<file path="src/hdl/affine_from_three_point_pairs_unit_defines.svh">
// Assertion macros for the affine-from-three-point-pairs unit.
// Depends on nothing; included by the top level.
`ifndef AFFINE_FROM_THREE_POINT_PAIRS_UNIT_DEFINES_SVH
`define AFFINE_FROM_THREE_POINT_PAIRS_UNIT_DEFINES_SVH
// Asserts that a condition implies a second one in the same cycle.
`define AFTP_ASSERT_IMP(label, clk, rst, a, b) \
   label: assert property (@(posedge clk) disable iff (rst) (a) |-> (b)) \
      else $error("assertion failed");
// Asserts that a condition implies a second one in the next cycle.
`define AFTP_ASSERT_NEXT(label, clk, rst, a, b) \
   label: assert property (@(posedge clk) disable iff (rst) (a) |=> (b)) \
      else $error("assertion failed");
`endif

</file>
<file path="src/hdl/aftp_pkg.sv">
// Shared constants and types for the affine-from-three-point-pairs unit.
// Depends on nothing.
package aftp_pkg;
   localparam int COORD_BITS = 15;
   localparam int FRAC_BITS = 16;
   localparam int IN_COORD_BITS = 15;
   localparam int SHIFT_BITS = 16;
   localparam int OUT_BITS = 48;
   localparam int DIFF_BITS = COORD_BITS + 1;
   localparam int DET_BITS = 2 * DIFF_BITS + 1;
   localparam int U_BITS = SHIFT_BITS + 2 > COORD_BITS + 2 ? SHIFT_BITS + 2 : COORD_BITS + 2;
   localparam int G_BITS = U_BITS + 1;
   localparam int NUM_BITS = G_BITS + DIFF_BITS + 1;
   localparam int CON_BITS = U_BITS + DET_BITS + 3;
   localparam int QUO_BITS = OUT_BITS + 2;
   localparam int DIV_STEPS = CON_BITS + FRAC_BITS;
   localparam int QUEUE_DEPTH = 4;
   localparam int QUEUE_PTR_BITS = 2;
   localparam int NUM_COEF = 6;

   typedef struct packed {
      logic signed [DET_BITS-1:0] det;
      logic signed [NUM_COEF-1:0][CON_BITS-1:0] num;
   } job_type;
endpackage

</file>
<file path="src/hdl/aftp_out.sv">
// Output skid register holding one finished item for the consumer.
// Depends on aftp_pkg.
module aftp_out (
   input  logic clock,
   input  logic reset,
   input  logic in_valid,
   input  logic signed [aftp_pkg::NUM_COEF-1:0][aftp_pkg::OUT_BITS-1:0] in_coef,
   input  logic in_singular,
   input  logic in_saturated,
   output logic in_ready,
   output logic out_valid,
   input  logic out_ready,
   output logic signed [aftp_pkg::NUM_COEF-1:0][aftp_pkg::OUT_BITS-1:0] out_coef,
   output logic out_singular,
   output logic out_saturated
);
   import aftp_pkg::*;
   logic v_ff;
   logic [NUM_COEF-1:0][OUT_BITS-1:0] c_ff;
   logic s_ff, t_ff;
   assign in_ready = !v_ff || out_ready;
   always_ff @(posedge clock) begin
      if (reset) v_ff <= 1'b0;
      else if (in_ready) v_ff <= in_valid;
      if (in_ready && in_valid) begin
         c_ff <= in_coef;
         s_ff <= in_singular;
         t_ff <= in_saturated;
      end
   end
   assign out_valid = v_ff;
   assign out_coef = c_ff;
   assign out_singular = s_ff;
   assign out_saturated = t_ff;
endmodule
</file>
<file path="config.mk">
export PLATFORM = sky130hd
export DESIGN_NAME = aftp_out
export DESIGN_NICKNAME = d
export VERILOG_FILES = /design/src/hdl/affine_from_three_point_pairs_unit_defines.svh /design/src/hdl/aftp_pkg.sv /design/src/hdl/aftp_out.sv
export SDC_FILE = /design/constraint.sdc
export NUM_CORES = 1
export LEC_CHECK = 0
export ABC_AREA = 1
export BUFFER_PORTS_ARGS = -buffer_cell sky130_fd_sc_hd__buf_2
export CORE_AREA = 3 3 228 230
export DETAILED_ROUTE_END_ITERATION = 8
export DIE_AREA = 0 0 231 233
export PLACE_DENSITY = 0.4
export SLEW_MARGIN = 30
export SYNTH_ARGS = -nofsm -noshare
export SYNTH_HDL_FRONTEND = slang
export SYNTH_SLANG_ARGS = --single-unit
</file>
<file path="constraint.sdc">
create_clock -name clock -period 24.5 [get_ports clock]
set_input_delay 2.45 -clock clock [delete_from_list [all_inputs] [get_ports clock]]
set_output_delay 2.45 -clock clock [all_outputs]
set_load 0.01 [all_outputs]
</file>
==> reports/summary.md <==
The layout net count was 1,215. The critical path is of the in2out type. Summing every instance area after synthesis gives 8760 µm².

TritonCTS built the clock tree. Summing the sequential cell areas from Yosys gives 99.7% of the chip area. The first element of the critical path was out_ready. Cell class contributing the biggest share of worst-path delay: buffers and inverters.

For the max-slew violation count, the log shows 0. Final period demand of the worst path: 5270 ps. The startpoint of the worst register-to-register path was out_valid. Pin placement for this block handled 586 I/O pins. The element type at the critical path end is a primary output. Hold repair after CTS inserted 0 buffers. The critical path goes through buf_2, inv_2, nand2_2, buf_2.

From bottom edge to top edge, the die measures 233 µm. The estimated wirelength of the detail-placed design came out at 21,200 µm. The clock passes through at most 3 buffers. The logs give 37,700 µm for the global-route wire length before repair and 50,100 µm² for the core footprint. In the layout the commonest cells are buf_2, edfxtp_1, clkbuf_16, clkinv_1, clkinv_2. Number of routed nets with antenna violations: 0. The library cell used most frequently in the layout, excluding fill and tap cells, is buf_2. The number of nets handed over by synthesis was 590. The DRC violations left was 0.

The detailed-router iteration count before antenna repair is 4. The worst register-to-register path ends at out_coef[81]. The post-synthesis to final-layout area growth works out to 55.4%.

In this run, the number of DRC markers left after iteration 0 of detailed routing was 292. Counting every sink on the clock net gives 291. Headroom to the max-slew limit came out at 37.7%.

For the full die area, the log shows 53,800 µm². The flow ran to the end, and the final reports show no timing, DRC or antenna violations. The overall routing resource usage was 9.52%; the number of global-route vias before repair was 5,786.

The number of antenna violations at the first check in global routing was 5. Setup violations remaining at the end of the flow were counted as 0. The clock-pin slew of the registers on the worst-case setup and hold paths came out at 60 ps. The final total negative setup slack is 0 ps. Based on the critical path, the design can be clocked at up to 0.190 GHz. Clock tree synthesis inserted a total of 34 buffers. Across all layers, the routed design uses 5,455 vias. The worst register-to-register path has a setup slack of 21,900 ps. For the pin with the worst max-slew slack, the measured transition is 934 ps.

For the total power of the final layout, the log shows 1.14 mW. The run gives 0 as the number of violations of the max-capacitance limit. Dividing the detail-routed wire length by the instance count gives 17.0 µm. Yosys printed 0 warnings. The total overflow reported by the global router was 0. In this run the static leakage power is 5.66 nW. The worst-case reg-to-reg path depth is 3, and the number of synthesized register bits is 291. The cell count after synthesis came out at 296. Clock tree synthesis selected as its root buffer the cell clkbuf_16. For the post-cts gate resize count, the log shows 0.

For this design, the slowest cell found on the critical path is buf_2. The tools report the destination of the critical timing path as in_ready. For the starting utilization of the core area, the log shows 17.5%. On the worst path, the slowest cell contributes a delay of 140 ps. The floorplan has 82 rows. The run gives 0.0502 mV as the worst vdd rail ir drop. The worst-skew pair later-pin latency was 520 ps; the count of distinct cell types in the synthesized netlist was 7. Clock skew on the completed layout was measured at 16.9 ps. A synthesized cell averages 29.6 µm². Setup repair after global routing left no endpoint under its margin.

0 antenna diodes ended up in the layout. For the data required time of the worst path, the log shows 22,050 ps. The count of input and output buffers was 585. The routability-driven placement congestion ratio was 0.775; the critical-path maximum fanout was 2. The cell that appears most often on the critical path is buf_2. The number of stages on the worst setup path was 4; the count of final hold-check violations was 0. The die width is 231 µm, and the detailed-route wire length is 27,500 µm.

The critical path contains buffers and inverters numbering 3 combined. The final cycle utilization of the critical path was 21.5%. The detail-routed via count per cell was 3.37; the fraction of final layout cells with drive strength greater than 1 was 67.5%.

The H-tree was split into 2 levels. Power per cell area: 83.9 nW/µm². Entering global routing, the biggest net connects 77 pins. The worst setup path is launched from an input pin.

In this run the worst hold path is classified as reg2reg. In this run the post-CTS setup repair buffer count came out at 0. Data arrives at the worst endpoint at 2820 ps.
[flip-flops by register name, indices dropped and copies added, names as in the netlist]
signal / cells
out_coef: 288
out_saturated: 1
out_singular: 1
out_valid: 1
[power by group]
part	internal [mW]	total, mW	switching, mW
Clock	0.273	0.469	0.197
Combinational	0.0347	0.0823	0.0476
Sequential	0.583	0.590	0.00695
[synth_stat cells, drive strengths merged]
cell	instances	area share, %
edfxtp	290	99
dfxtp	1	0.23
nand2	1	0.071
a21oi	2	0.16
inv	2	0.086
[worst min path at each step]
stage | from | endpoint | slack [ps] | depth (start not counted)
2_1_floorplan | out_valid | out_valid | 540 | 2
3_3_place_gp | out_valid | out_valid | 510 | 2
3_5_place_dp | out_valid | out_valid | 520 | 2
4_1_cts | out_valid | out_valid | 530 | 2
5_1_grt | out_valid | out_valid | 550 | 2
6_report | out_valid | out_valid | 530 | 2
[per-stage QoR]
step / instance area, µm² / hold WS [ps] / utilization (%) / setup slack [ps] / cells
after floorplan: 8760 / 542 / - / 7040 / 296
after global placement: 12600 / 514 / 25.1 / 19210 / 1557
after detailed placement: 12600 / 519 / 25.1 / 19230 / 1557
after CTS: 13600 / 534 / 27.2 / 19230 / 1618
after global routing: 13600 / 555 / 27.2 / 19200 / 1618
final: 13600 / 532 / 27.2 / 19230 / 1618
[per-layer routing]
| metal | up-vias | share of wire, % | global-route usage (%) |
|---|---|---|---|
| met1 | 2622 | 35 | 10.2 |
| met3 | 51 | 9.9 | 4.14 |
| met5 | - | 0.12 | 0 |
| met4 | 4 | 2.5 | 3.41 |
| li1 | 2465 | - | - |
| met2 | 313 | 52 | 16.7 |
[area by class of cell]
cell class,instances,area [µm²]
fill,5215,36500
clock buffer,41,941
inverter,2,7.51
timing repair buffer,589,2970
sequential,291,8730
multi-input combinational,3,31.3
clock inverter,20,91.3
tap,672,841
[worst reg2reg max path, delay by kind of cell, from the launching register on]
family	cells	cell delay [ps]
flops	1	350
compound gates	1	170
buf+inv	2	1640
[logic make-up (layout without fill, tap and decap cells)]
family / Yosys count / count (layout) / synth area share, %
flops: 291 / 291 / 99.7
compound gates: 2 / 2 / 0.157
buf+inv: 2 / 652 / 0.0857
simple gates: 1 / 1 / 0.0715
Power figures use the tool's default switching activity.
