**src/hdl/affine_from_three_point_pairs_unit_defines.svh**
```systemverilog
// Assertion macros for the affine-from-three-point-pairs unit.
// Depends on nothing; included by the top level.
`ifndef AFFINE_FROM_THREE_POINT_PAIRS_UNIT_DEFINES_SVH
`define AFFINE_FROM_THREE_POINT_PAIRS_UNIT_DEFINES_SVH
// Asserts that a condition implies a second one in the same cycle.
`define AFTP_ASSERT_IMP(label, clk, rst, a, b) \
   label: assert property (@(posedge clk) disable iff (rst) (a) |-> (b)) \
      else $error("assertion failed");
// Asserts that a condition implies a second one in the next cycle.
`define AFTP_ASSERT_NEXT(label, clk, rst, a, b) \
   label: assert property (@(posedge clk) disable iff (rst) (a) |=> (b)) \
      else $error("assertion failed");
`endif

```
**src/hdl/aftp_pkg.sv**
```systemverilog
// Shared constants and types for the affine-from-three-point-pairs unit.
// Depends on nothing.
package aftp_pkg;
   localparam int COORD_BITS = 15;
   localparam int FRAC_BITS = 16;
   localparam int IN_COORD_BITS = 15;
   localparam int SHIFT_BITS = 16;
   localparam int OUT_BITS = 48;
   localparam int DIFF_BITS = COORD_BITS + 1;
   localparam int DET_BITS = 2 * DIFF_BITS + 1;
   localparam int U_BITS = SHIFT_BITS + 2 > COORD_BITS + 2 ? SHIFT_BITS + 2 : COORD_BITS + 2;
   localparam int G_BITS = U_BITS + 1;
   localparam int NUM_BITS = G_BITS + DIFF_BITS + 1;
   localparam int CON_BITS = U_BITS + DET_BITS + 3;
   localparam int QUO_BITS = OUT_BITS + 2;
   localparam int DIV_STEPS = CON_BITS + FRAC_BITS;
   localparam int QUEUE_DEPTH = 4;
   localparam int QUEUE_PTR_BITS = 2;
   localparam int NUM_COEF = 6;

   typedef struct packed {
      logic signed [DET_BITS-1:0] det;
      logic signed [NUM_COEF-1:0][CON_BITS-1:0] num;
   } job_type;
endpackage

```
**src/hdl/aftp_queue.sv**
```systemverilog
// Short queue between the front and back parts.
// Depends on aftp_pkg.
module aftp_queue (
   input  logic clock,
   input  logic reset,
   input  logic push,
   input  aftp_pkg::job_type push_job,
   input  logic pop,
   output logic empty,
   output logic [aftp_pkg::QUEUE_PTR_BITS:0] count,
   output aftp_pkg::job_type pop_job
);
   import aftp_pkg::*;
   job_type mem_ff [QUEUE_DEPTH];
   logic [QUEUE_PTR_BITS-1:0] wr_ff, rd_ff;
   logic [QUEUE_PTR_BITS:0] cnt_ff;

   always_ff @(posedge clock) begin
      if (reset) begin
         wr_ff <= '0;
         rd_ff <= '0;
         cnt_ff <= '0;
      end else begin
         if (push) wr_ff <= wr_ff + 1'b1;
         if (pop) rd_ff <= rd_ff + 1'b1;
         cnt_ff <= cnt_ff + (QUEUE_PTR_BITS+1)'(push) - (QUEUE_PTR_BITS+1)'(pop);
      end
      if (push) mem_ff[wr_ff] <= push_job;
   end
   assign pop_job = mem_ff[rd_ff];
   assign empty = cnt_ff == '0;
   assign count = cnt_ff;
endmodule

```
**config.mk**
```make
export PLATFORM = sky130hd
export DESIGN_NAME = aftp_queue
export DESIGN_NICKNAME = d
export VERILOG_FILES = /design/src/hdl/affine_from_three_point_pairs_unit_defines.svh /design/src/hdl/aftp_pkg.sv /design/src/hdl/aftp_queue.sv
export SDC_FILE = /design/constraint.sdc
export NUM_CORES = 1
export LEC_CHECK = 0
export ABC_CLOCK_PERIOD_IN_PS = 13900
export BUFFER_PORTS_ARGS = -buffer_cell sky130_fd_sc_hd__buf_2
export CORE_ASPECT_RATIO = 1.5
export CORE_MARGIN = 1
export CORE_UTILIZATION = 45
export CTS_BUF_LIST = sky130_fd_sc_hd__clkbuf_8
export DETAILED_ROUTE_END_ITERATION = 12
export PLACE_DENSITY_LB_ADDON = 0.1
export SYNTH_ARGS = -nofsm -noshare
export SYNTH_HDL_FRONTEND = slang
export SYNTH_SLANG_ARGS = --single-unit
export TNS_END_PERCENT = 20
```
**constraint.sdc**
```tcl
create_clock -name clock -period 13.9 [get_ports clock]
set_clock_uncertainty 0.1 [all_clocks]
set_input_delay 2.78 -clock clock [delete_from_list [all_inputs] [get_ports clock]]
set_output_delay 2.78 -clock clock [all_outputs]
set_load 0.01 [all_outputs]
```
==> results of run 1 <==
-- where the power goes --
part           internal (mW)  total, mW  leakage [nW]  switching, mW
Clock                   1.45       2.98          2.13           1.53
Combinational          0.383      0.890          5.08          0.506
Sequential              4.99       5.04          13.2         0.0549
-- through the flow --
step | instance area, sq um | hold WS (ns)
finish | 60900 | 0.448
global route | 60900 | 0.463
CTS | 60900 | 0.438
detailed placement | 57200 | 0.429
global placement | 57200 | 0.411
floorplan | 52300 | 0.392
-- state kept, by name, summed over array words and instances, names as in the netlist, named ones only --
signal,count
rd_ff,2
count,3
mem_ff,1428
wr_ff,2
-- Yosys cell counts --
library cell  number
nand3b_1           1
mux4_2           357
buf_4              2
inv_1              6
xor3_1             1
buf_6              5
and2_1             4
nor3_1             1
fa_1               1
ha_1               6
buf_12            33
edfxtp_1        1428
nor2_1             5
clkbuf_1           5
nor2b_1            2
buf_2             35
a21bo_2            1
dfxtp_1            9
xnor2_1            2
a21oi_1            1
mux2i_1            1
-- logic make-up (layout without fill, tap and decap cells) --
kind of cell	after synthesis	in the layout	synth area share
xor gates and xnor gates	3	3	0.000790
buffers and inverters	86	1122	0.0181
other	0	21	0
DFF	1437	1437	0.824
and+or+nand+nor	13	13	0.00132
AOI/OAI and AO/OA	2	2	0.000287
muxes	358	358	0.154
adders and majority gates	7	7	0.00182
-- layout make-up --
cell class / count / area (sq um)
fill: 9187 / 54000
inverter: 6 / 22.5
sequential: 1437 / 43100
multi-input combinational: 383 / 8280
clock inverter: 160 / 785
timing repair buffer: 747 / 3890
tap: 1540 / 1930
antenna: 21 / 52.6
clock buffer: 209 / 2880
-- worst reg2reg max path: stages, from the launching register on --
cell	delay, ns
dfxtp_1	0.39
ha_1	0.17
and2_4	0.83
buf_4	0.95
buf_12	0.54
-- worst max path at each step --
stage / from / to / slack, ns
final: flop / pop_job[234] / 6.65
after global routing: flop / pop_job[234] / 6.17
after CTS: flop / pop_job[234] / 6.33
after detailed placement: flop / pop_job[234] / 7.34
after global placement: flop / pop_job[234] / 7.37
after floorplan: push / mem_ff[0][0]$_DFFE_PP_ / 2.22
-- metal layers --
metal  vias up  global-route usage  share of wire
met2       830               0.314           0.49
met4        76              0.0804          0.034
met5         -                   0         0.0045
li1      10124                   -              -
met1     12378               0.225           0.36
met3       282              0.0900           0.10
==> run metrics, run 1 <==
Synth Warn #=0; worst-path cell chain=buf_4 -> buf_4 -> mux4_2 -> buf_2; master cell of the clock root buffer=clkbuf_8; source of the worst hold timing path=rd_ff[0]$_SDFFE_PP0P_; wire length of the first global-routing pass=166000 um; height of the die=419 um; tightest slew margin relative to the limit=0.214; number of buffers added by the clock tree synthesis step=204; total congestion overflow=0; register area share after synthesis=0.824; share of cells above drive strength 1=0.462; TritonCTS clock tree=built; row count=152; clock slew seen by the registers of the worst setup and hold paths=0.06 ns; 1st-pass router iterations=4; post-cts hold buffer count=0; placer congestion estimate=0.753; width of the die=280 um; post-detailed-route count of antenna-violating nets=0; cell family with the largest share of critical-path delay=buffers and inverters; leading post-synthesis cells by cell area=edfxtp_1 82%, mux4_2 15%, buf_12 1.3%; Seq cells post-synth=1437; clock latency reported for the late side of the worst-skew pair=0.88 ns; count of input and output buffers=721; largest incremental delay on the critical path=0.96 ns; area of the die=118000 sq um; Worst R2R Start=wr_ff[1]$_SDFFE_PP0P_; number of slew-limit violations in the final report=0; number of antenna violations at the first check in global routing=66; worst supply voltage drop on vdd=0.0969 mV; number of max-cap violations=0; average wire per cell in the routed design=25.4 um; slew at the pin closest to its max-slew limit=1.18 ns; synthesized net count=2274; Max Freq=138 MHz; RSZ-0062 raised after global routing=no; worst r2r path cells=4; initial cell density of the core=0.455; Synth area leader=edfxtp_1; Overall Power=8.91 mW; Core ar.=115000 sq um; worst reg2reg endpoint=mem_ff[3][252]$_DFFE_PP_; NumNets Final=3147; final design utilization=0.530; Area Overhead vs Synth=16.5%; via count=23690; startpoint type of the worst setup path=flop; count of different cell masters after synthesis=21; cell repeated most along the worst path=buf_4; post-synth design cell area=52300 sq um; Pwr per Cell Area=146 nW/um^2; run status=complete, no violations; Min-Delay Path Depth=2; maximum fanout encountered on the critical timing path=46; CP Capture Type=output port; Post-Place Setup Slack=7.34 ns; final setup vio count=0; Post-CTS Setup Repair Bufs=0; Detailed Place HPWL=70600 um; portion of the clock cycle consumed by the worst path in the final layout=0.521; classification of the worst-slack hold path=flop to flop; final setup margin=6.65 ns; sink count of the clock tree=1437; via count of the first global-routing pass=25553; arrival time worst endpoint=4.37 ns; maximum number of pins on one net before global-route repair=142; Finished Layout Cells=4503; vias per std cell=5.26; GRT Overall Usage=0.195; class of the most critical setup path=flop to output port; highest-count cells in the layout ignoring fill and taps=1428 x edfxtp_1, 721 x buf_2, 357 x mux4_2; cells resized by post-CTS repair=0; slowest library cell on the worst path=dfxtp_4; # placed instances=4113; synthesized instance count=1906; Static Leakage=20.4 nW; number of hold violations in the final report=0; number of logic stages on the critical path including buffering=4; number of buffers between clock root and the deepest sink=3; summed negative setup slack over all endpoints=0 ns; slack of the worst reg-to-reg path=10.23 ns; final worst path period need=7.25 ns; IO Pins=722; Clock H-tree levels=4; count of routing violations after the opening detailed-route iteration=1379; worst endpoint required time=11.02 ns; buffering stage count on the worst path with inverters included=3; Synth Area per Inst=27.4 sq um; detailed-route wire length=114000 um; most common library cell in the layout ignoring fill and taps=edfxtp_1; remaining routing DRC violations=0; top cell type's share of synthesized area=0.820
No activity file was read; power rests on OpenSTA's default activity.
==> inputs of run 2 (changes only) <==
Settings changed: ABC_CLOCK_PERIOD_IN_PS 13900 to 6600.
Clock period 13.9 ns to 6.6 ns, I/O delays scaled along.
==> run 2 against run 1 <==
  * Setup slack lost 4.7 ns
  * Cell count is essentially flat
  * Register-to-register slack lost 6.3 ns
  * Core utilization is essentially flat
  * Power grew 110%
  * Largest cell class unchanged
==> run metrics, run 2 (same netlist as run 1, synthesis figures left out) <==
Post-CTS Setup Repair Bufs=0 (unchanged); vias per std cell=5.29 (+0.55%); placer congestion estimate=0.769 (+2.1%); IO Pins=722 (unchanged); worst reg2reg endpoint=mem_ff[2][217]$_DFFE_PP_; number of buffers added by the clock tree synthesis step=204 (unchanged); Min-Delay Path Depth=2 (unchanged); Clock H-tree levels=4 (unchanged); Detailed Place HPWL=71700 um (+1.5%); via count of the first global-routing pass=25735 (+0.71%); register ranked first by flip-flop count=mem_ff; highest-count cells in the layout ignoring fill and taps=1428 x edfxtp_1, 721 x buf_2, 357 x mux4_2; CP Capture Type=output port; Post-Place Setup Slack=2.71 ns (-4.63 ns); run status=complete, no violations; NumNets Final=3151 (+0.13%); portion of the clock cycle consumed by the worst path in the final layout=0.708; wire length of the first global-routing pass=169000 um (+1.4%); Worst R2R Start=wr_ff[0]$_SDFFE_PP0P_; Overall Power=18.7 mW (+110%); area of the die=118000 sq um (unchanged); initial cell density of the core=0.455 (unchanged); total congestion overflow=0 (unchanged); Static Leakage=20.4 nW (about the same); detailed-route wire length=116000 um (+1.2%); Layout Cell Area excl Fill=60900 sq um (about the same); slack of the worst reg-to-reg path=3.96 ns (-6.27 ns); post-cts hold buffer count=0 (unchanged); number of max-cap violations=0 (unchanged); final setup margin=1.93 ns (-4.73 ns); GRT Overall Usage=0.198 (+0.00323); remaining routing DRC violations=0 (unchanged); placed standard-cell area=57300 sq um (+0.21%); master cell of the clock root buffer=clkbuf_8; height of the die=419 um (unchanged); worst supply voltage drop on vdd=0.191 mV (+97%); Max Freq=214 MHz; class of the most critical setup path=flop to output port; worst endpoint required time=5.18 ns (-5.84 ns); tightest slew margin relative to the limit=0.249 (+0.0350); final design utilization=0.530 (about the same); post-detailed-route count of antenna-violating nets=0 (unchanged); source of the worst hold timing path=rd_ff[0]$_SDFFE_PP0P_; arrival time worst endpoint=3.25 ns (-1.12 ns); cells resized by post-CTS repair=0 (unchanged); number of hold violations in the final report=0 (unchanged); TritonCTS clock tree=built; number of flip-flops in the largest register=1428 (unchanged); count of input and output buffers=721 (unchanged); number of slew-limit violations in the final report=0 (unchanged); 1st-pass router iterations=4 (unchanged); most common library cell in the layout ignoring fill and taps=edfxtp_1; Area Overhead vs Synth=16.5% (about the same); startpoint type of the worst setup path=flop; layout filler cell count=9172 (-0.16%); average wire per cell in the routed design=25.7 um (+1.3%); Core ar.=115000 sq um (unchanged); clock slew seen by the registers of the worst setup and hold paths=0.06 ns (about the same); final setup vio count=0 (unchanged); maximum number of pins on one net before global-route repair=135 (-4.9%); Pwr per Cell Area=307 nW/um^2 (+110%); final worst path period need=4.67 ns; row count=152 (unchanged); number of buffers between clock root and the deepest sink=3 (unchanged); count of routing violations after the opening detailed-route iteration=1314 (-4.7%); worst r2r path cells=4 (unchanged); RSZ-0062 raised after global routing=no; clock latency reported for the late side of the worst-skew pair=0.86 ns (-0.02 ns); share of cells above drive strength 1=0.461 (-0.00110); width of the die=280 um (unchanged); slew at the pin closest to its max-slew limit=1.13 ns (-0.0524 ns); number of antenna violations at the first check in global routing=68 (+3.0%); via count=23799 (+0.46%); sink count of the clock tree=1437 (unchanged); classification of the worst-slack hold path=flop to flop; maximum fanout encountered on the critical timing path=76 (+65%); summed negative setup slack over all endpoints=0 ns (unchanged)
-- run 2: through the flow --
step                      std cells  hold slack [ns]
after floorplan                1906            0.392
after global placement         4117            0.404
after detailed placement       4117            0.411
after CTS                      4476            0.427
after global routing           4489            0.464
final                          4499            0.429
-- run 2: where the power goes --
group          total [mW]  switching [mW]  internal, mW
registers            10.6           0.111          10.5
clock network        6.18            3.19          2.99
logic                1.89            1.07         0.818
-- run 2: layout make-up --
cell class / instances / area (sq um) / share of cell area
tap: 1540 / 1930 / 0.0316
inverter: 6 / 22.5 / 0.000370
clock inverter: 148 / 656 / 0.0108
antenna: 23 / 57.6 / 0.000945
multi-input combinational: 383 / 8280 / 0.136
clock buffer: 211 / 2900 / 0.0477
timing repair buffer: 751 / 4010 / 0.0658
sequential: 1437 / 43100 / 0.707
-- run 2: routing by layer --
layer,GRT usage,vias to the layer above,wire (um)
met3,0.0884,284,11600
met4,0.0744,80,3520
met2,0.325,804,58400
met5,0,-,527
li1,-,10129,-
met1,0.229,12502,41700
-- run 2: worst max-delay path by stage --
stage               depth (start not counted)                     end  from  slack, ns
floorplan                                   1  mem_ff[2][0]$_DFFE_PP_  push      -3.62
global placement                            3            pop_job[236]  flop       2.72
detailed placement                          3            pop_job[236]  flop       2.71
CTS                                         3            pop_job[236]  flop       1.69
global route                                3            pop_job[238]  flop       1.65
finish                                      3             pop_job[71]  flop       1.93
-- run 2: critical path, cell delays in order, from the launching register on --
cell     delay, ns
dfxtp_4       0.88
buf_12        0.55
mux4_2        0.61
buf_2         0.17
